--- config.mk ---
export PLATFORM = sky130hd
export DESIGN_NAME = line_comment_blanker_flat
export DESIGN_NICKNAME = d
export VERILOG_FILES = /design/src/hw/rtl/lcb_pkg.sv /design/src/hw/rtl/lcb_if.sv /design/src/hw/rtl/lcb_cell.sv /design/src/hw/rtl/lcb_head.sv /design/src/hw/rtl/line_comment_blanker.sv /design/src/flat_wrapper.sv
export SDC_FILE = /design/constraint.sdc
export NUM_CORES = 1
export LEC_CHECK = 0
export BUFFER_PORTS_ARGS = -buffer_cell sky130_fd_sc_hd__buf_2
export CORE_MARGIN = 3
export CORE_UTILIZATION = 44
export DETAILED_ROUTE_END_ITERATION = 8
export PLACE_DENSITY = 0.73
export SLEW_MARGIN = 20
export SYNTH_ARGS = -nofsm -noshare
export SYNTH_HDL_FRONTEND = slang
export SYNTH_SLANG_ARGS = --single-unit
--- constraint.sdc ---
create_clock -name clock -period 6.5 [get_ports clock]
set_clock_uncertainty 0.15 [all_clocks]
set_input_delay 1.625 -clock clock [delete_from_list [all_inputs] [get_ports clock]]
set_output_delay 1.625 -clock clock [all_outputs]
set_load 0.1 [all_outputs]
--- src/hw/rtl/lcb_pkg.sv ---
`timescale 1ns / 1ps
`default_nettype none
// ---------------------------------------------------------------------------
// Line comment blanker package
// Shared widths, register codes, word types and the length clamp function.
// ---------------------------------------------------------------------------
package lcb_pkg;

   localparam int ByteW     = 8;
   localparam int LenW      = 4;
   localparam int PatW      = 64;
   localparam int CsrIdxW   = 2;
   localparam int CsrDataW  = 64;
   localparam int WindowDef = 8;

   localparam logic [ByteW-1:0] SpaceByte = 8'd32;

   // Register indexes on the configuration channel
   typedef enum logic [CsrIdxW-1:0] {
      CsrCommentPattern = 2'd0,
      CsrCommentLength  = 2'd1,
      CsrTermPattern    = 2'd2,
      CsrTermLength     = 2'd3
   } csr_idx_type;

   // One window cell: a byte of the stream and its end marker
   typedef struct packed {
      logic [ByteW-1:0] data;
      logic             last;
      logic             valid;
   } slot_type;

   // Configuration register set
   typedef struct packed {
      logic [PatW-1:0] comment_pattern;
      logic [LenW-1:0] comment_length;
      logic [PatW-1:0] terminator_pattern;
      logic [LenW-1:0] terminator_length;
   } cfg_type;

   // Head decision towards the cell chain and output register
   typedef struct packed {
      logic             pop;
      logic [ByteW-1:0] out_byte;
      logic             out_last;
   } head_type;

   // Clamp a length register: zero counts as one, above the window as the window
   function automatic logic [LenW-1:0] eff_len(input logic [LenW-1:0] len,
                                                input logic [LenW-1:0] window);
      logic [LenW-1:0] res;
      res = len;
      if (len == '0) begin
         res = LenW'(1);
      end else if (len > window) begin
         res = window;
      end
      return res;
   endfunction

endpackage
`default_nettype wire

--- src/hw/rtl/lcb_if.sv ---
`timescale 1ns / 1ps
`default_nettype none
// ---------------------------------------------------------------------------
// Line comment blanker channels
// Byte input, byte output and configuration write channels.
// ---------------------------------------------------------------------------
interface lcb_req_if;
   import lcb_pkg::*;
   logic             valid;
   logic             ready;
   logic [ByteW-1:0] in_byte;
   logic             in_last;
   modport source (output valid, output in_byte, output in_last, input ready);
   modport sink   (input valid, input in_byte, input in_last, output ready);
endinterface

interface lcb_rsp_if;
   import lcb_pkg::*;
   logic             valid;
   logic             ready;
   logic [ByteW-1:0] out_byte;
   logic             out_last;
   modport source (output valid, output out_byte, output out_last, input ready);
   modport sink   (input valid, input out_byte, input out_last, output ready);
endinterface

interface lcb_csr_if;
   import lcb_pkg::*;
   logic                valid;
   logic                ready;
   logic [CsrIdxW-1:0]  index;
   logic [CsrDataW-1:0] data;
   modport source (output valid, output index, output data, input ready);
   modport sink   (input valid, input index, input data, output ready);
endinterface
`default_nettype wire

--- src/hw/rtl/lcb_cell.sv ---
`timescale 1ns / 1ps
`default_nettype none
// ---------------------------------------------------------------------------
// Line comment blanker window cell
// Holds one byte of the lookahead window; takes its neighbour's byte when the
// head word leaves, or the incoming word when it is the first free cell.
// ---------------------------------------------------------------------------
module lcb_cell (
   input  logic             clock,
   input  logic             reset,
   input  logic             shift,
   input  logic             push,
   input  lcb_pkg::slot_type in_slot,
   input  lcb_pkg::slot_type nxt_slot,
   input  logic             prev_valid_post,
   output lcb_pkg::slot_type slot,
   output logic             valid_post
);
   import lcb_pkg::*;

   logic             valid_ff;
   logic             valid_in;
   logic [ByteW-1:0] data_ff;
   logic [ByteW-1:0] data_in;
   logic             last_ff;
   logic             last_in;
   logic             load;

   // Occupancy after this cycle's shift, and whether the new word lands here
   assign valid_post = shift ? nxt_slot.valid : valid_ff;
   assign load       = push && !valid_post && prev_valid_post;

   always_comb begin
      valid_in = valid_post;
      data_in  = data_ff;
      last_in  = last_ff;
      priority if (load) begin
         valid_in = in_slot.valid;
         data_in  = in_slot.data;
         last_in  = in_slot.last;
      end else if (shift) begin
         data_in  = nxt_slot.data;
         last_in  = nxt_slot.last;
      end
   end

   // Occupancy flag
   always_ff @(posedge clock) begin
      if (reset) begin
         valid_ff <= 1'b0;
      end else begin
         valid_ff <= valid_in;
      end
   end

   // Payload
   always_ff @(posedge clock) begin
      data_ff <= data_in;
      last_ff <= last_in;
   end

   assign slot = '{data: data_ff, last: last_ff, valid: valid_ff};

endmodule
`default_nettype wire

--- src/hw/rtl/lcb_head.sv ---
`timescale 1ns / 1ps
`default_nettype none
// ---------------------------------------------------------------------------
// Line comment blanker head decision
// Compares the window against the terminator and comment strings, keeps the
// line state and decides the byte that leaves the head cell.
// ---------------------------------------------------------------------------
module lcb_head #(
   parameter int WINDOW = lcb_pkg::WindowDef
) (
   input  logic              clock,
   input  logic              reset,
   input  lcb_pkg::slot_type slot [WINDOW],
   input  lcb_pkg::cfg_type  cfg,
   input  logic              out_free,
   output lcb_pkg::head_type head
);
   import lcb_pkg::*;

   logic [LenW-1:0]   pass_ff;
   logic [LenW-1:0]   pass_in;
   logic              line_start_ff;
   logic              line_start_in;
   logic              comment_ff;
   logic              comment_in;

   logic [WINDOW-1:0] seg;
   logic              flush;
   logic [LenW-1:0]   tl;
   logic [LenW-1:0]   cl;
   logic              term_match;
   logic              comm_match;
   logic              term_enough;
   logic              comm_enough;
   logic              decide;
   logic [ByteW-1:0]  emit_byte;

   assign tl = eff_len(cfg.terminator_length, LenW'(WINDOW));
   assign cl = eff_len(cfg.comment_length, LenW'(WINDOW));

   // Mark the cells of the current buffer: up to and including the first end marker
   always_comb begin
      flush = 1'b0;
      for (int i = 0; i < WINDOW; i++) begin
         seg[i] = slot[i].valid && !flush;
         flush  = flush || (slot[i].valid && slot[i].last);
      end
   end

   // Parallel compare of both strings against the head of the window
   always_comb begin
      term_match  = 1'b1;
      comm_match  = 1'b1;
      term_enough = 1'b0;
      comm_enough = 1'b0;
      for (int i = 0; i < WINDOW; i++) begin
         if (LenW'(i) < tl) begin
            term_match = term_match &&
                         seg[i] && (slot[i].data == cfg.terminator_pattern[8*i +: 8]);
         end
         if (LenW'(i) < cl) begin
            comm_match = comm_match &&
                         seg[i] && (slot[i].data == cfg.comment_pattern[8*i +: 8]);
         end
         if (LenW'(i + 1) == tl) begin
            term_enough = seg[i];
         end
         if (LenW'(i + 1) == cl) begin
            comm_enough = seg[i];
         end
      end
   end

   // Decide the head byte; a terminator match takes priority over the comment
   always_comb begin
      decide        = 1'b0;
      emit_byte     = slot[0].data;
      pass_in       = pass_ff;
      line_start_in = line_start_ff;
      comment_in    = comment_ff;
      priority if (!seg[0]) begin
         decide = 1'b0;
      end else if (pass_ff != '0) begin
         decide        = 1'b1;
         pass_in       = pass_ff - LenW'(1);
         line_start_in = 1'b1;
      end else if (!flush && !term_enough) begin
         decide = 1'b0;
      end else if (term_match) begin
         decide        = 1'b1;
         pass_in       = tl - LenW'(1);
         line_start_in = 1'b1;
         comment_in    = 1'b0;
      end else if (comment_ff) begin
         decide    = 1'b1;
         emit_byte = SpaceByte;
      end else if (line_start_ff && !flush && !comm_enough) begin
         decide = 1'b0;
      end else if (line_start_ff && comm_match) begin
         decide     = 1'b1;
         emit_byte  = SpaceByte;
         comment_in = 1'b1;
      end else begin
         decide        = 1'b1;
         line_start_in = 1'b0;
      end
   end

   assign head = '{pop: decide && out_free, out_byte: emit_byte, out_last: slot[0].last};

   // Line state: advance on each byte leaving, back to line start after the last
   always_ff @(posedge clock) begin
      if (reset || (head.pop && slot[0].last)) begin
         pass_ff       <= '0;
         line_start_ff <= 1'b1;
         comment_ff    <= 1'b0;
      end else if (head.pop) begin
         pass_ff       <= pass_in;
         line_start_ff <= line_start_in;
         comment_ff    <= comment_in;
      end
   end

endmodule
`default_nettype wire

--- src/hw/rtl/line_comment_blanker.sv ---
`timescale 1ns / 1ps
`default_nettype none
// ---------------------------------------------------------------------------
// Line comment blanker
// Passes a byte stream and overwrites lines that open with the comment string
// with spaces, up to but not including the line terminator.
// ---------------------------------------------------------------------------
// Usage:
//   req_ch  : input words (in_byte, in_last); in_last marks the buffer end.
//   rsp_ch  : one output word per input word, same order; out_last on the
//             word of the final byte of a buffer.
//   csr_ch  : register writes (index, data), always ready; write only while
//             no byte is held inside the block.
// Throughput: one word per cycle in and out, window primed and rsp_ch ready.
// Decision: the head byte is decided once the window holds the terminator
//   length of bytes from it on (at a line start the comment length too, at
//   most WINDOW each) or the buffer end; it is then loaded into the output
//   register, from which rsp_ch presents it. A window of WINDOW cells shifts
//   towards the head as the head byte is decided.
// Reset: clears the window, line state and output register; registers go to
//   '#', 1, newline, 1.
// Stall: a stalled receiver holds the output word; input is still taken until
//   the window cells are all occupied.
// ---------------------------------------------------------------------------
module line_comment_blanker #(
   parameter int WINDOW = lcb_pkg::WindowDef
) (
   input  logic clock,
   input  logic reset,
   lcb_req_if.sink   req_ch,
   lcb_rsp_if.source rsp_ch,
   lcb_csr_if.sink   csr_ch
);
   import lcb_pkg::*;

   cfg_type          cfg_ff;
   slot_type         slot [WINDOW];
   slot_type         in_slot;
   logic [WINDOW-1:0] valid_post;
   head_type         head;
   logic             push;
   logic             out_free;
   logic             rsp_valid_ff;
   logic [ByteW-1:0] rsp_byte_ff;
   logic             rsp_last_ff;

   // Configuration registers
   assign csr_ch.ready = 1'b1;

   always_ff @(posedge clock) begin
      if (reset) begin
         cfg_ff.comment_pattern    <= PatW'(35);
         cfg_ff.comment_length     <= LenW'(1);
         cfg_ff.terminator_pattern <= PatW'(10);
         cfg_ff.terminator_length  <= LenW'(1);
      end else if (csr_ch.valid) begin
         unique case (csr_idx_type'(csr_ch.index))
            CsrCommentPattern: cfg_ff.comment_pattern    <= csr_ch.data;
            CsrCommentLength:  cfg_ff.comment_length     <= csr_ch.data[LenW-1:0];
            CsrTermPattern:    cfg_ff.terminator_pattern <= csr_ch.data;
            CsrTermLength:     cfg_ff.terminator_length  <= csr_ch.data[LenW-1:0];
            default: ;
         endcase
      end
   end

   // Input handshake: take a word while a cell is free or the head leaves
   assign req_ch.ready = !slot[WINDOW-1].valid || head.pop;
   assign push         = req_ch.valid && req_ch.ready;
   assign in_slot      = '{data: req_ch.in_byte, last: req_ch.in_last, valid: 1'b1};

   // Window cell chain
   for (genvar i = 0; i < WINDOW; i++) begin : g_cell
      slot_type nxt;
      logic     prev_v;
      if (i == WINDOW - 1) begin : g_tail
         assign nxt = '0;
      end else begin : g_mid
         assign nxt = slot[i+1];
      end
      if (i == 0) begin : g_first
         assign prev_v = 1'b1;
      end else begin : g_rest
         assign prev_v = valid_post[i-1];
      end
      lcb_cell u_cell (
         .clock           (clock),
         .reset           (reset),
         .shift           (head.pop),
         .push            (push),
         .in_slot         (in_slot),
         .nxt_slot        (nxt),
         .prev_valid_post (prev_v),
         .slot            (slot[i]),
         .valid_post      (valid_post[i])
      );
   end

   // Head decision
   assign out_free = !rsp_valid_ff || rsp_ch.ready;

   lcb_head #(
      .WINDOW (WINDOW)
   ) u_head (
      .clock    (clock),
      .reset    (reset),
      .slot     (slot),
      .cfg      (cfg_ff),
      .out_free (out_free),
      .head     (head)
   );

   // Output register: load on a decided byte, drop once taken
   always_ff @(posedge clock) begin
      if (reset) begin
         rsp_valid_ff <= 1'b0;
      end else if (head.pop) begin
         rsp_valid_ff <= 1'b1;
      end else if (rsp_ch.ready) begin
         rsp_valid_ff <= 1'b0;
      end
   end

   always_ff @(posedge clock) begin
      if (head.pop) begin
         rsp_byte_ff <= head.out_byte;
         rsp_last_ff <= head.out_last;
      end
   end

   assign rsp_ch.valid    = rsp_valid_ff;
   assign rsp_ch.out_byte = rsp_byte_ff;
   assign rsp_ch.out_last = rsp_last_ff;

endmodule
`default_nettype wire
--- src/flat_wrapper.sv ---
// flat-port wrapper written by rule: the top's interface ports become plain ports
module line_comment_blanker_flat import lcb_pkg::*;
#(
   parameter int WINDOW = lcb_pkg::WindowDef
)
  (clock, reset, req_ch_valid, req_ch_in_byte, req_ch_in_last, req_ch_ready, rsp_ch_valid, rsp_ch_out_byte, rsp_ch_out_last, rsp_ch_ready, csr_ch_valid, csr_ch_index, csr_ch_data, csr_ch_ready);
  lcb_req_if req_ch_i ();
  lcb_rsp_if rsp_ch_i ();
  lcb_csr_if csr_ch_i ();
  input  logic clock;
  input  logic reset;
  input wire logic [$bits(req_ch_i.valid)-1:0] req_ch_valid;
  input wire logic [$bits(req_ch_i.in_byte)-1:0] req_ch_in_byte;
  input wire logic [$bits(req_ch_i.in_last)-1:0] req_ch_in_last;
  output wire logic [$bits(req_ch_i.ready)-1:0] req_ch_ready;
  output wire logic [$bits(rsp_ch_i.valid)-1:0] rsp_ch_valid;
  output wire logic [$bits(rsp_ch_i.out_byte)-1:0] rsp_ch_out_byte;
  output wire logic [$bits(rsp_ch_i.out_last)-1:0] rsp_ch_out_last;
  input wire logic [$bits(rsp_ch_i.ready)-1:0] rsp_ch_ready;
  input wire logic [$bits(csr_ch_i.valid)-1:0] csr_ch_valid;
  input wire logic [$bits(csr_ch_i.index)-1:0] csr_ch_index;
  input wire logic [$bits(csr_ch_i.data)-1:0] csr_ch_data;
  output wire logic [$bits(csr_ch_i.ready)-1:0] csr_ch_ready;
  assign req_ch_i.valid = req_ch_valid;
  assign req_ch_i.in_byte = req_ch_in_byte;
  assign req_ch_i.in_last = req_ch_in_last;
  assign req_ch_ready = req_ch_i.ready;
  assign rsp_ch_valid = rsp_ch_i.valid;
  assign rsp_ch_out_byte = rsp_ch_i.out_byte;
  assign rsp_ch_out_last = rsp_ch_i.out_last;
  assign rsp_ch_i.ready = rsp_ch_ready;
  assign csr_ch_i.valid = csr_ch_valid;
  assign csr_ch_i.index = csr_ch_index;
  assign csr_ch_i.data = csr_ch_data;
  assign csr_ch_ready = csr_ch_i.ready;
  line_comment_blanker #(.WINDOW(WINDOW)) u_core (.clock(clock), .reset(reset), .req_ch(req_ch_i), .rsp_ch(rsp_ch_i), .csr_ch(csr_ch_i));
endmodule
# Yosys cells after proc, flatten, opt, wreduce, memory -nomap -nowiden
# Cells that the tools add are included.
[totals]
latchBits = 0
ramBits = 0
reg_bits = 232
input_bits = 80
n_memories = 0
romBits = 0
output_inout_bits = 12
word_cells = 325
[classes]
n_mux = 112
bitwise = 2
div = 0
order_cmp = 18
n_shift = 0
n_reduce_logical = 118
mul = 0
add_sub_neg = 2
n_eq_ne = 39
[ops]
columns = ["cell", "n"]
rows = [
  ["8-bit 2-to-1 mux", 23],
  ["8-bit equality test", 16],
  ["1-bit 2-to-1 mux", 82],
  ["1-bit logical AND", 67],
  ["3-bit by 4-bit equality test with 1-bit output, first input constant", 8],
  ["3-bit by 4-bit < comparator with 1-bit output, first input constant", 8],
  ["4-bit 2-to-1 mux", 7],
  ["1-bit logical NOT", 20],
  ["2-bit nonzero test", 10],
  ["2-bit by 4-bit equality test with 1-bit output, first input constant", 4],
  ["1-bit by 4-bit < comparator with 1-bit output, first input constant", 4],
  ["2-bit by 4-bit < comparator with 1-bit output, first input constant", 4],
  ["1-bit logical OR", 10],
  ["1-bit by 4-bit equality test with 1-bit output, first input constant", 2],
  ["4-bit equality test, first input constant", 2],
  ["4-bit greater-than comparator, second input constant", 2],
  ["4-bit logical NOT", 2],
  ["2-bit AND reduction", 4],
  ["4-bit AND reduction", 2],
  ["4-bit by 1-bit subtractor with 4-bit output, second input constant", 2],
  ["3-bit inequality test, second input constant", 2],
  ["6-bit AND reduction", 1],
  ["2-bit equality test, second input constant", 2],
  ["4-bit nonzero test", 1],
  ["other kinds (5)", 6],
]

# Logic depth before layout (Yosys ltp)
# Gate-level depths: netlist (run 1).
[logic_depth]
ltp_word = 36
ltp_mapped = 16
depth_no_buf = 14

# Modules after synthesis
# A second synthesis (run 1) with hierarchy kept.
[hier_totals]
hier_cells = 1084
area_unflattened_um2 = 12067.8
[by_module_without_submodules]
columns = ["mod", "n_inst", "cells_each", "seq_area_each_um2", "area_each_um2"]
rows = [
  ["line_comment_blanker", 1, 538, 3012.9, 5908.2],
  ["lcb_cell", 8, 27, 290.3, 461.7],
  ["lcb_head", 1, 330, 120.1, 2466.1],
]

# Least setup slack after synthesis (run 1)
# OpenSTA, ideal clock, no wires.
[synth_path]
path_kind = "register to output"
start = "register u_core.g_cell[0].u_cell.last_ff"
end = "output req_ch_ready"
stages_incl_launch_ff = 11
t_arrival_ns = 3.511
path_slack_ns = 1.214
n_path_buf = 2
required_time_ns = 4.725
path_cell_list = "edfxtp_1 a222oi_1 nand3_1 nor3_2 o22ai_1 or4_4 o2111ai_2 nand3_4 buf_6 clkbuf_1 nand2_1"
[synth_between]
elab_chain_len = 30
elab_cells_between_ends = 71
classes_between = "27 x mux; 44 x reduce/logical"
[synth_rtl]
columns = ["item", "line_no", "rtl"]
rows = [
  ["from (decl)", "lcb_cell.sv:25", "logic last_ff;"],
  ["from (signal assigned)", "lcb_cell.sv:59", "last_ff <= last_in;"],
  ["1-bit logical AND (*)", "lcb_head.sv:46", "flush = flush || (slot[i].valid && slot[i].last);"],
  ["1-bit logical NOT", "lcb_head.sv:45", "seg[i] = slot[i].valid && !flush;"],
  ["1-bit logical AND", "lcb_head.sv:45", ""],
  ["1-bit logical AND", "lcb_head.sv:58", "term_match = term_match &&"],
  ["1-bit logical AND", "lcb_head.sv:59", "seg[i] && (slot[i].data == cfg.terminator_pattern[8*i +: 8]);"],
  ["1-bit 2-to-1 mux", "lcb_head.sv:57", "if (LenW'(i) < tl) begin"],
  ["1-bit logical AND", "lcb_head.sv:58", ""],
  ["1-bit logical AND", "lcb_head.sv:59", ""],
  ["[14 not listed]", "--", ""],
  ["1-bit logical AND", "lcb_head.sv:59", ""],
  ["1-bit 2-to-1 mux", "lcb_head.sv:57", ""],
  ["1-bit 2-to-1 mux", "lcb_head.sv:89", "end else if (term_match) begin"],
  ["1-bit 2-to-1 mux (*)", "lcb_head.sv:87", "end else if (!flush && !term_enough) begin"],
  ["1-bit 2-to-1 mux (*)", "lcb_head.sv:83", "end else if (pass_ff != '0) begin"],
  ["1-bit 2-to-1 mux (*)", "lcb_head.sv:81", "priority if (!seg[0]) begin"],
  ["1-bit logical AND (*)", "lcb_head.sv:109", "assign head = '{pop: decide && out_free, out_byte: emit_byte, out_last: slot[0].last};"],
  ["1-bit logical OR (*)", "line_comment_blanker.sv:68", "assign req_ch.ready = !slot[WINDOW-1].valid || head.pop;"],
  ["to (decl)", "flat_wrapper.sv:15", "output wire logic [$bits(req_ch_i.ready)-1:0] req_ch_ready;"],
]
# Mark *: on every way between the ends. The rest lies on a longest branch, timed or not.

# Final worst setup path (run 1)
[layout_path]
start = "register u_core.g_cell[0].u_cell.valid_ff"
end = "output req_ch_ready"
[layout_between]
elab_chain_len = 30
elab_cells_between_ends = 75
classes_between = "30 x mux; 45 x reduce/logical"
[layout_rtl]
columns = ["item", "line_no", "rtl"]
rows = [
  ["from (decl)", "lcb_cell.sv:21", "logic valid_ff;"],
  ["from (signal assigned)", "lcb_cell.sv:52", "valid_ff <= valid_in;"],
  ["1-bit logical AND", "lcb_head.sv:46", ""],
  ["1-bit logical NOT", "lcb_head.sv:45", ""],
  ["1-bit logical AND", "lcb_head.sv:45", ""],
  ["1-bit logical AND", "lcb_head.sv:58", ""],
  ["1-bit logical AND", "lcb_head.sv:59", ""],
  ["1-bit 2-to-1 mux", "lcb_head.sv:57", ""],
  ["1-bit logical AND", "lcb_head.sv:58", ""],
  ["1-bit logical AND", "lcb_head.sv:59", ""],
  ["[14 not listed]", "--", ""],
  ["1-bit logical AND", "lcb_head.sv:59", ""],
  ["1-bit 2-to-1 mux", "lcb_head.sv:57", ""],
  ["1-bit 2-to-1 mux", "lcb_head.sv:89", ""],
  ["1-bit 2-to-1 mux", "lcb_head.sv:87", ""],
  ["1-bit 2-to-1 mux", "lcb_head.sv:83", ""],
  ["1-bit 2-to-1 mux (*)", "lcb_head.sv:81", ""],
  ["1-bit logical AND (*)", "lcb_head.sv:109", ""],
  ["1-bit logical OR (*)", "line_comment_blanker.sv:68", ""],
]
# Marked as above.

==> results of run 1 <==
## worst register-to-register path, cell delays in order (launching register included)
cell and delay, ns:
dfxtp_1 0.48, a222oi_1 0.42, buf_4 0.23, nand2_1 0.09
nor3_1 0.37, o22ai_1 0.19, or4_4 0.58, o2111ai_2 0.14
nand3_4 0.10, buf_4 0.25, inv_2 0.41, mux2_2 0.51
mux2_2 0.31
## registers in the layout, indices dropped and copies added, names as in the netlist
name / flops
u_core.g_cell.u_cell.data_ff: 64
u_core.u_head.comment_ff: 1
u_core.g_cell.u_cell.valid_ff: 8
u_core.cfg_ff: 136
u_core.rsp_ch.valid: 1
u_core.u_head.pass_ff: 4
u_core.g_cell.u_cell.last_ff: 8
u_core.u_head.line_start_ff: 1
u_core.rsp_ch.out_byte: 8
u_core.rsp_ch.out_last: 1
## cell families after synthesis
logic type / synth area share (%)
compound gates: 10.8
xor+xnor: 10.2
fa+ha+maj: 0.791
buf+inv: 3.14
flops: 49.3
mux: 8.24
other cells: 0.0339
simple gates: 17.5
## synthesized netlist by cell type (9+ instances only)
library cell,n
nand2_1,299
dfxtp_1,151
and2_1,9
a21oi_1,138
o21ai_0,17
mux2_1,24
nor2b_1,9
and3_1,10
a31oi_1,9
nand4_1,33
mux2_4,17
nor4_1,10
nor3_1,12
nor2_1,18
xor2_1,31
clkbuf_1,53
edfxtp_1,81
mux2_2,29
xnor2_1,98
inv_1,15
nand3_1,14
## metal layers
| layer | GRT usage, % | up-vias | wire [um] |
|---|---|---|---|
| met5 | 0 | - | 0 |
| met3 | 3.54 | 53 | 1760 |
| met4 | 6.79 | 0 | 755 |
| met2 | 33.4 | 255 | 13200 |
| li1 | - | 4156 | - |
| met1 | 28.9 | 4073 | 12700 |
## path summary, 6_finish.rpt
kind                                             end  slack (ns)  cells past startpoint
setup / recovery                        req_ch_ready        1.07                     10
hold / removal                     u_core.cfg_ff[67]        0.32                      2
setup reg to reg  u_core.g_cell[6].u_cell.data_ff[0]        2.04                     12
hold reg to reg                    u_core.cfg_ff[67]        0.32                      2
## power by group through the flow
stage                     clock network (mW)  registers (mW)  logic, mW
after CTS                               1.36            1.67      0.401
after floorplan                            0            1.70      0.265
after global placement                     0            1.70      0.395
after global routing                    1.43            1.68      0.438
after detailed placement                   0            1.70      0.398
final                                   1.34            1.67      0.400
## metrics by stage
step	cells	setup WS, ns	area (um2)
after global placement	1525	1.66	11700
after detailed placement	1525	1.61	11700
after CTS	1570	1.05	12500
after floorplan	1170	1.21	11100
after global routing	1571	0.801	12500
final	1571	1.07	12500
## layout make-up
type | instances | area (um2)
timing repair buffer | 97 | 505
inverter | 16 | 60.1
clock inverter | 4 | 20.0
multi-input combinational | 856 | 5280
antenna | 1 | 2.50
tap | 324 | 405
sequential | 232 | 5460
fill | 2296 | 12100
clock buffer | 41 | 749
==> summary.md, run 1 <==
| Metric | Value |
|---|---|
| Vias post-DR | roughly 8,500 |
| Fraction of layout cells with a size suffix above 1 | ~15% |
| CTS Root Cell | clkbuf_16 |
| Distinct cells, synth | 62 |
| GR Overflow Total | 0 |
| Seq cells post-synth | 232 |
| Pint | ~2.5 mW |
| Gate power share | 11.7% |
| Floorplan row count | 57 |
| First-pass GRT wire length | between 40,000 and 50,000 um |
| HP Start | u_core.cfg_ff[67] |
| Arr. time, crit path | approximately 3.7 ns |
| CP max stage cell | or4_4 |
| IO Pins | between 90 and 100 |
| Synth area leader | dfxtp_1 |
| Number of global-route vias before repair | a little over 8,000 |
| Pwr dens | between 200 and 300 nW/um2 |
| Maximum vdd drop | 0.158 mV |
| Max Slew Vio Count | 0 |
| Critical Path, Cell by Cell | a222oi_1, buf_4, nand2_1, nor3_1, o22ai_1, or4_4, o2111ai_2, nand3_4, nand2_1, buf_2 |
| CP most frequent cell | nand2_1 |
| DP HPWL | 19,500 um |
| Hold WC Path Type | reg2reg |
| Net Count, Synth | 1,257 |
| Status | complete, no violations |
| Most frequent cells in the layout | 299 x nand2_1, 151 x dfxtp_1, 138 x a21oi_1, 98 x xnor2_1, 89 x buf_2 |
| Crit path from | u_core.g_cell[0].u_cell.valid_ff |
| Worst r2r src | u_core.g_cell[0].u_cell.valid_ff |
| Die area | 27,100 um2 |
| Overall Global Routing Usage | between 20% and 30% |
| Synth warnings | 0 |
| CP max stage delay | a little under 0.6 ns |
| Initial antenna violation count | 1 |
| Rel. slew slack | 35.2% |
| Placeable Area | roughly 25,000 um2 |
| TritonRoute pass-1 iters | 5 |
| Area delta synth->final | 12.7% |
| Number of flops mapped to enable cells by yosys | slightly above 80 |
| Async SR Flop Fraction | 0% |
| Max_cap viols | 0 |
| CP max FO | 16 |
| Fin Hold WS | approximately 0.32 ns |
| WL per Instance | roughly 18 um |
| Vias per inst | 5.43 |
| RePlAce Congestion | between 0.9 and 1 |
| Mapped Area | between 10,000 and 15,000 um2 |
| TritonCTS Sinks | between 200 and 250 |
| Type of destination of the critical path | output port |
| CTS Hold Bufs | 0 |
| Fmax | approximately 180 MHz |
| Crit Path Class | reg2out |
| Sequential share of power | between 40% and 50% |
| Number of CTS-inserted buffers | 25 |
| Chip width | around 160 um |
| Max clock buf depth | 3 |
| Htree depth | 1 |
| Post-synth top area share | between 20% and 30% |
| Hold Fails Final Rpt | 0 |
| Leak Pwr | 4.42 nW |
| Crit path buffers/inverters | 2 |
| Post-CTS sizing | 0 |
| Minimum clock period | approximately 5.4 ns |
| Post-layout util | about half |
| Least-Margin Pin Slew | 0.972 ns |
| Die Ht | 165 um |
| RSZ-0062 raised after global routing | no |
| Worst setup SP type | flip-flop |
| Starting density of the core | a little under half |
| Mapped Cells | between 1,000 and 1,500 |
| Post CTS Setup Buffer Count | 0 |
| Clock Latency Late Sink | 0.52 ns |
| Register area share after synthesis | about half |
| Port bufs | 90 |
| Largest net degree at the start of global routing | 86 |
| Clock slew at reported path FFs | ~0.06 ns |
| Routed WL | ~28,000 um |
| Drt initial violations | approximately 840 |
| Clock power share | between 30 and 40% |
| TritonCTS clock tree | built |
| Commonest non-fill, non-tap cell in the layout | nand2_1 |
| Antenna viol nets, final | 0 |
| Nets | between 1,000 and 1,500 |
| Synthesized area per cell | around 9.5 um2 |
| Top FF cell, synth | dfxtp_1 |
| # setup viols final | 0 |
| Critical path's top delay family | simple AND/OR/NAND/NOR gates |
| Final TNS setup | 0 ns |
| Net Switching | around 0.88 mW |
| Synth area leaders | dfxtp_1 27%, edfxtp_1 22%, nand2_1 10%, xnor2_1 7.8%, a21oi_1 6.2% |
| Switching share of power | between 20% and 30% |
| Crit share post-route | between 80% and 90% |
| Residual DRC | 0 |
| Total power | between 3 and 4 mW |
| Critical Path RT | ~4.7 ns |
Note: power is estimated with default switching activity, not from simulation.
==> inputs of run 2 (changes only) <==
--- a/config.mk
+++ b/config.mk
@@ -9,7 +9,7 @@
 export CORE_MARGIN = 3
 export CORE_UTILIZATION = 44
 export DETAILED_ROUTE_END_ITERATION = 8
-export PLACE_DENSITY = 0.73
+export PLACE_DENSITY = 0.75
 export SLEW_MARGIN = 20
 export SYNTH_ARGS = -nofsm -noshare
 export SYNTH_HDL_FRONTEND = slang
==> constraint.sdc (replaced) <==
create_clock -name clock -period 4.77 [get_ports clock]
set_clock_uncertainty 0.15 [all_clocks]
set_input_delay 1.1925 -clock clock [delete_from_list [all_inputs] [get_ports clock]]
set_output_delay 1.1925 -clock clock [all_outputs]
set_load 0.1 [all_outputs]
==> run 2 against run 1 <==
  * Clock-buffer cell count down 7
  * Register-to-register slack worse by 1.3 ns
  * Highest routed layer unchanged
  * Sequential power up 37%
  * Sequential cell count unchanged
  * Clock power up 44%
  * Hold slack about the same
  * Total power up 39%
  * Non-clock buffer count up 5
  * Largest cell class unchanged
  * Critical path type unchanged
  * Core utilization up 0.47 points
  * Global-route usage down 0.11 points
==> summary.md, run 2 (synthesis gave the netlist of run 1 again) <==
| Metric | Value |
|---|---|
| CP max stage delay | 0.57 ns (was 0.58 ns) |
| Commonest non-fill, non-tap cell in the layout | nand2_1 (unchanged) |
| Most flop-heavy register | u_core.cfg_ff (unchanged) |
| Hold Fails Final Rpt | 0 (unchanged) |
| Minimum clock period | 4.59 ns |
| Max clock buf depth | 3 (unchanged) |
| Clock slew at reported path FFs | 0.06 ns (about the same) |
| Starting density of the core | 45.1% (unchanged) |
| Worst r2r src | u_core.g_cell[0].u_cell.last_ff (was u_core.g_cell[0].u_cell.valid_ff) |
| Least-Margin Pin Slew | 0.912 ns (was 0.972 ns) |
| Overall Global Routing Usage | 20.8% (was 20.9%) |
| IO Pins | 92 (unchanged) |
| Residual DRC | 0 (unchanged) |
| CTS Root Cell | clkbuf_16 (unchanged) |
| Status | complete, no violations (unchanged) |
| RePlAce Congestion | 0.916 (was 0.941) |
| Vias per inst | 5.48 (was 5.43) |
| Drt initial violations | 711 (was 843) |
| Floorplan row count | 57 (unchanged) |
| # setup viols final | 0 (unchanged) |
| Fraction of layout cells with a size suffix above 1 | 16.4% (was 15.5%) |
| Port bufs | 90 (unchanged) |
| Largest net degree at the start of global routing | 88 (was 86) |
| TritonCTS Sinks | 232 (unchanged) |
| Max Slew Vio Count | 0 (unchanged) |
| Type of destination of the critical path | output port (unchanged) |
| Critical Path, Cell by Cell | a222oi_1, buf_4, nand2_1, nor3_2, nand3_1, or4_4, o2111ai_2, nand3_4, nand2_2, buf_12 (was a222oi_1, buf_4, nand2_1, nor3_1, o22ai_1, or4_4, o2111ai_2, nand3_4, nand2_1, buf_2) |
| Vias post-DR | 8,631 (was 8,537) |
| WL per Instance | 18.2 um (was 18.1 um) |
| Initial antenna violation count | 0 (was 1) |
| Hold WC Path Type | reg2reg (unchanged) |
| R2r setup slk | 0.72 ns (was 2.04 ns) |
| Rel. slew slack | 39.2% (was 35.2%) |
| HP Start | u_core.cfg_ff[38] (was u_core.cfg_ff[67]) |
| Critical Path RT | 3.43 ns (was 4.72 ns) |
| Area delta synth->final | 13.8% (was 12.7%) |
| Post-layout util | 51.3% (was 50.9%) |
| Top Registers | u_core.cfg_ff (136), u_core.g_cell.u_cell.data_ff (64) (unchanged) |
| First-pass GRT wire length | 44,800 um (was 44,900 um) |
| Most frequent cells in the layout | 298 x nand2_1, 151 x dfxtp_1, 138 x a21oi_1, 98 x xnor2_1, 88 x buf_2 (was 299 x nand2_1, 151 x dfxtp_1, 138 x a21oi_1, 98 x xnor2_1, 89 x buf_2) |
| RSZ-0062 raised after global routing | no (unchanged) |
| Placeable Area | 24,500 um2 (unchanged) |
| Chip width | 165 um (unchanged) |
| Maximum vdd drop | 0.248 mV (was 0.158 mV) |
| Routed WL | 28,600 um (was 28,400 um) |
| Htree depth | 1 (unchanged) |
| Clock Latency Late Sink | 0.51 ns (was 0.52 ns) |
| Worst setup SP type | flip-flop (unchanged) |
| Crit share post-route | roughly 96% |
| ANT cells | 0 (was 1) |
| GR Overflow Total | 0 (unchanged) |
| Nets | 1,320 (was 1,315) |
| Arr. time, crit path | 3.25 ns (was 3.65 ns) |
| Leak Pwr | 4.48 nW (was 4.42 nW) |
| Die Ht | 165 um (unchanged) |
| Hold depth | 2 (unchanged) |
| Final TNS setup | 0 ns (unchanged) |
| Number of global-route vias before repair | 8,286 (was 8,265) |
| Largest register FFs | 136 (unchanged) |
| Pwr dens | 377 nW/um2 (was 274 nW/um2) |
| DP HPWL | 20,100 um (was 19,500 um) |
| Hold EP | u_core.cfg_ff[38] (was u_core.cfg_ff[67]) |
| TritonRoute pass-1 iters | 6 (was 5) |
| Crit Path Class | reg2out (unchanged) |
| TritonCTS clock tree | built (unchanged) |
| R2R depth | 11 (was 12) |
| Die area | 27,100 um2 (unchanged) |
| Fmax | roughly 220 MHz |
| CP max FO | 8 (was 16) |
| Number of CTS-inserted buffers | 25 (unchanged) |
| Post CTS Setup Buffer Count | 0 (unchanged) |
| CP max stage cell | or4_4 (unchanged) |
| Max_cap viols | 0 (unchanged) |
| RR Endpoint | u_core.g_cell[4].u_cell.data_ff[5] (was u_core.g_cell[6].u_cell.data_ff[0]) |
| Antenna viol nets, final | 0 (unchanged) |
run 2: timing repair:
item                                    in CTS  in global routing
endpoints found under the setup margin       0                  1
resized for setup                            0                  1
hold buffers                                 0                  0
run 2: through the flow:
step / hold slack, ns / worst slack, ns / area, um2 / std cells / power (mW)
2_1_floorplan: 0.298 / 0.169 / 11100 / 1170 / 2.68
3_3_place_gp: 0.304 / 0.631 / 11800 / 1530 / 2.85
3_5_place_dp: 0.309 / 0.652 / 11800 / 1530 / 2.86
4_1_cts: 0.317 / 0.0995 / 12600 / 1575 / 4.78
5_1_grt: 0.330 / 0.0692 / 12600 / 1575 / 4.93
6_report: 0.315 / 0.181 / 12600 / 1575 / 4.75
run 2: area by class of cell:
| type | instances | area (um2) |
|---|---|---|
| multi-input cells | 856 | 5290 |
| repair buffers | 102 | 558 |
| inverters | 16 | 60.1 |
| clock buffers | 34 | 731 |
| clock inverters | 11 | 97.6 |
| well taps | 324 | 405 |
| flip-flops and latches | 232 | 5460 |
| fillers | 2271 | 11900 |
run 2: worst max-delay path, delay by kind of cell (launching register included):
kind,cells,cell delay (ns)
DFF,1,0.44
buffers and inverters,2,0.39
AOI/OAI and AO/OA,2,0.48
and+or+nand+nor,6,1.43
run 2: report_power, final:
part	switching (mW)	internal, mW	total [mW]
Sequential	0.108	2.17	2.28
Clock	0.796	1.13	1.93
Combinational	0.325	0.219	0.544
run 2: metal layers:
metal | track usage, % | part of all wire, % | up-vias
met2 | 34.3 | 47 | 282
li1 | - | - | 4170
met1 | 28.3 | 44 | 4124
met3 | 3.49 | 6.5 | 55
met4 | 5.72 | 2.6 | 0
met5 | 0 | 0 | -
run 2: worst max-delay path by stage:
| stage | start | to | slack [ns] | cells past startpoint |
|---|---|---|---|---|
| 2_1_floorplan | u_core.g_cell[0].u_cell.last_ff | req_ch_ready | 0.17 | 10 |
| 3_3_place_gp | u_core.g_cell[0].u_cell.last_ff | req_ch_ready | 0.63 | 10 |
| 3_5_place_dp | u_core.g_cell[0].u_cell.last_ff | req_ch_ready | 0.65 | 10 |
| 4_1_cts | u_core.g_cell[0].u_cell.last_ff | req_ch_ready | 0.1 | 10 |
| 5_1_grt | u_core.cfg_ff[3] | req_ch_ready | 0.07 | 14 |
| 6_report | u_core.g_cell[0].u_cell.last_ff | req_ch_ready | 0.18 | 10 |
==> inputs of run 3 (changes only) <==
--- a/config.mk
+++ b/config.mk
@@ -6,10 +6,11 @@
 export NUM_CORES = 1
 export LEC_CHECK = 0
 export BUFFER_PORTS_ARGS = -buffer_cell sky130_fd_sc_hd__buf_2
+export CAP_MARGIN = 25
 export CORE_MARGIN = 3
 export CORE_UTILIZATION = 44
 export DETAILED_ROUTE_END_ITERATION = 8
-export PLACE_DENSITY = 0.75
+export PLACE_DENSITY = 0.73
 export SLEW_MARGIN = 20
 export SYNTH_ARGS = -nofsm -noshare
 export SYNTH_HDL_FRONTEND = slang
==> constraint.sdc (replaced) <==
create_clock -name clock -period 5.75 [get_ports clock]
set_clock_uncertainty 0.15 [all_clocks]
set_input_delay 1.4375 -clock clock [delete_from_list [all_inputs] [get_ports clock]]
set_output_delay 1.4375 -clock clock [all_outputs]
set_load 0.1 [all_outputs]
==> run 3 against run 2 <==
  * Critical path depth is the same
  * Largest cell class unchanged
  * First-iteration DRC count rose by 19%
  * Sequential cell count unchanged
  * Global-route usage is 0.11 points higher
  * Sequential power fell by 17%
  * Critical path type unchanged
  * Clock power is 21% lower
  * Final area fell by 0.98%
  * Core utilization down 0.50 points
  * Via count is 0.73% lower
  * Final cell count is 0.19% lower
==> summary.md, run 3 (synthesis gave the netlist of run 1 again) <==
| Metric | Value |
|---|---|
| Vias per inst | 5.45 (was 5.48) |
| Hold Fails Final Rpt | 0 (unchanged) |
| Die Ht | 165 um (unchanged) |
| Max clock buf depth | 3 (unchanged) |
| Clock Latency Late Sink | 0.52 ns (was 0.51 ns) |
| CTS Hold Bufs | 0 (unchanged) |
| Most frequent cells in the layout | 299 x nand2_1, 151 x dfxtp_1, 138 x a21oi_1, 98 x xnor2_1, 89 x buf_2 (was 298 x nand2_1, 151 x dfxtp_1, 138 x a21oi_1, 98 x xnor2_1, 88 x buf_2) |
| Starting density of the core | 45.1% (unchanged) |
| CP max stage delay | 0.57 ns (about the same) |
| Rel. slew slack | 33.1% (was 39.2%) |
| Top Registers | u_core.cfg_ff (136), u_core.g_cell.u_cell.data_ff (64) (unchanged) |
| Type of destination of the critical path | output port (unchanged) |
| Hold depth | 2 (unchanged) |
| Hold EP | u_core.cfg_ff[118] (was u_core.cfg_ff[38]) |
| Largest register FFs | 136 (unchanged) |
| Residual DRC | 0 (unchanged) |
| Chip width | 165 um (unchanged) |
| Fin cells | 1,572 (was 1,575) |
| Max_cap viols | 0 (unchanged) |
| Nets | 1,316 (was 1,320) |
| RSZ-0062 raised after global routing | no (unchanged) |
| Arr. time, crit path | 3.62 ns (was 3.25 ns) |
| Critical Path, Cell by Cell | a222oi_1, buf_4, nand2_1, nor3_1, o22ai_1, or4_4, o2111ai_2, nand3_4, nand2_1, buf_2 (was a222oi_1, buf_4, nand2_1, nor3_2, nand3_1, or4_4, o2111ai_2, nand3_4, nand2_2, buf_12) |
| R2R depth | 12 (was 11) |
| Area delta synth->final | 12.7% (was 13.8%) |
| CP max FO | 16 (was 8) |
| Fraction of layout cells with a size suffix above 1 | 15.1% (was 16.4%) |
| RR Endpoint | u_core.g_cell[6].u_cell.data_ff[1] (was u_core.g_cell[4].u_cell.data_ff[5]) |
| Routed length on met1 | 12,900 um (was 12,500 um) |
| TritonCTS clock tree | built (unchanged) |
| Max Slew Vio Count | 0 (unchanged) |
| DR top layer | met4 (unchanged) |
| Placed insts | 1,526 (was 1,530) |
| Post-CTS sizing | 0 (unchanged) |
| Hold WC Path Type | reg2reg (unchanged) |
| GR Overflow Total | 0 (unchanged) |
| Port bufs | 90 (unchanged) |
| Critical Path RT | 4.16 ns (was 3.43 ns) |
| Status | complete, no violations (unchanged) |
| Antenna viol nets, final | 0 (unchanged) |
| Commonest non-fill, non-tap cell in the layout | nand2_1 (unchanged) |
| Die area | 27,100 um2 (unchanged) |
| DP HPWL | 19,800 um (was 20,100 um) |
| Least-Margin Pin Slew | 0.996 ns (was 0.912 ns) |
| Clock slew at reported path FFs | 0.06 ns (about the same) |
| Fin Hold WS | 0.316 ns (was 0.315 ns) |
| CP max stage cell | or4_4 (unchanged) |
| HP Start | u_core.cfg_ff[118] (was u_core.cfg_ff[38]) |
| Most flop-heavy register | u_core.cfg_ff (unchanged) |
| Overall Global Routing Usage | 20.9% (was 20.8%) |
| WL per Instance | 18.2 um (about the same) |
| TritonRoute pass-1 iters | 5 (was 6) |
| Htree depth | 1 (unchanged) |
| IO Pins | 92 (unchanged) |
| Met2 routed WL | 13,300 um (was 13,500 um) |
| Worst setup SP type | flip-flop (unchanged) |
| Initial antenna violation count | 0 (unchanged) |
| Total power | 3.86 mW (was 4.75 mW) |
| DR WL met3 | 1680 um (was 1870 um) |
| Maximum vdd drop | 0.172 mV (was 0.248 mV) |
| R2r setup slk | 1.33 ns (was 0.72 ns) |
| FILL cells | 2,292 (was 2,271) |
| Crit share post-route | approximately nine tenths |
| ANT cells | 0 (unchanged) |
| Worst r2r src | u_core.g_cell[0].u_cell.valid_ff (was u_core.g_cell[0].u_cell.last_ff) |
| Minimum clock period | around 5.2 ns |
| Placeable Area | 24,500 um2 (unchanged) |
| Number of CTS-inserted buffers | 25 (unchanged) |
| First-pass GRT wire length | 44,800 um (about the same) |
| Fmax | around 190 MHz |
| Floorplan row count | 57 (unchanged) |
| CTS Root Cell | clkbuf_16 (unchanged) |
| Leak Pwr | 4.41 nW (was 4.48 nW) |
| Pwr dens | 310 nW/um2 (was 377 nW/um2) |
| Largest net degree at the start of global routing | 86 (was 88) |
| Vias post-DR | 8,568 (was 8,631) |
| # setup viols final | 0 (unchanged) |
| Final TNS setup | 0 ns (unchanged) |
| Post CTS Setup Buffer Count | 0 (unchanged) |
| TritonCTS Sinks | 232 (unchanged) |
| Drt initial violations | 846 (was 711) |
| CP most frequent cell | nand2_1 |
| Routed WL | 28,600 um (about the same) |
| Crit Path Class | reg2out (unchanged) |
| RePlAce Congestion | 0.910 (was 0.916) |
| Number of global-route vias before repair | 8,157 (was 8,286) |
==> run 3: changes by cell type in the layout (fill, tap and decap cells not counted), moves of 2 or more <==
| cell | before | now |
|---|---|---|
| clkinvlp_4 | 3 | 0 |
| clkinv_1 | 1 | 6 |
| clkbuf_1 | 3 | 9 |
| clkbuf_8 | 5 | 1 |
| buf_4 | 13 | 9 |
| clkinv_2 | 3 | 1 |
==> run 3: metal layers <==
metal  track usage [%]  vias up
li1                  -     4167
met1              29.0     4083
met2              33.9      264
met3              3.11       54
met4              6.14        0
met5                 0        -
==> run 3: cell type report <==
| cell class | count | area, um2 | share of cell area, % |
|---|---|---|---|
| inverters | 16 | 60.1 | 0.482 |
| multi-input cells | 856 | 5280 | 42.3 |
| clock buffers | 35 | 673 | 5.40 |
| clock inverters | 11 | 83.8 | 0.672 |
| repair buffers | 98 | 513 | 4.11 |
| flip-flops and latches | 232 | 5460 | 43.7 |
| well taps | 324 | 405 | 3.25 |
==> run 3: worst max path at each step <==
| stage | end | start |
|---|---|---|
| floorplan | req_ch_ready | u_core.g_cell[0].u_cell.last_ff |
| CTS | req_ch_ready | u_core.g_cell[0].u_cell.valid_ff |
| global route | req_ch_ready | u_core.g_cell[0].u_cell.valid_ff |
| detailed placement | req_ch_ready | u_core.g_cell[0].u_cell.valid_ff |
| global placement | req_ch_ready | u_core.cfg_ff[2] |
| finish | req_ch_ready | u_core.g_cell[0].u_cell.valid_ff |
==> run 3: where the power goes <==
part | internal [mW] | switching (mW)
sequential | 1.80 | 0.0879
clock | 0.863 | 0.653
combinational | 0.181 | 0.274
total | 2.85 | 1.01
==> run 3: worst max-delay path, delay by kind of cell (launching register included) <==
| family | cells | cell delay [ns] |
|---|---|---|
| compound gates | 3 | 0.71 |
| buf+inv | 2 | 0.66 |
| flops | 1 | 0.48 |
| simple gates | 5 | 1.25 |
==> run 3: through the flow <==
stage	util, %	area, um2	setup slack (ns)
finish	50.8	12500	0.538
floorplan	-	11100	0.652
global placement	47.7	11700	1.19
global route	50.8	12500	0.377
CTS	50.8	12500	0.534
detailed placement	47.7	11700	1.10
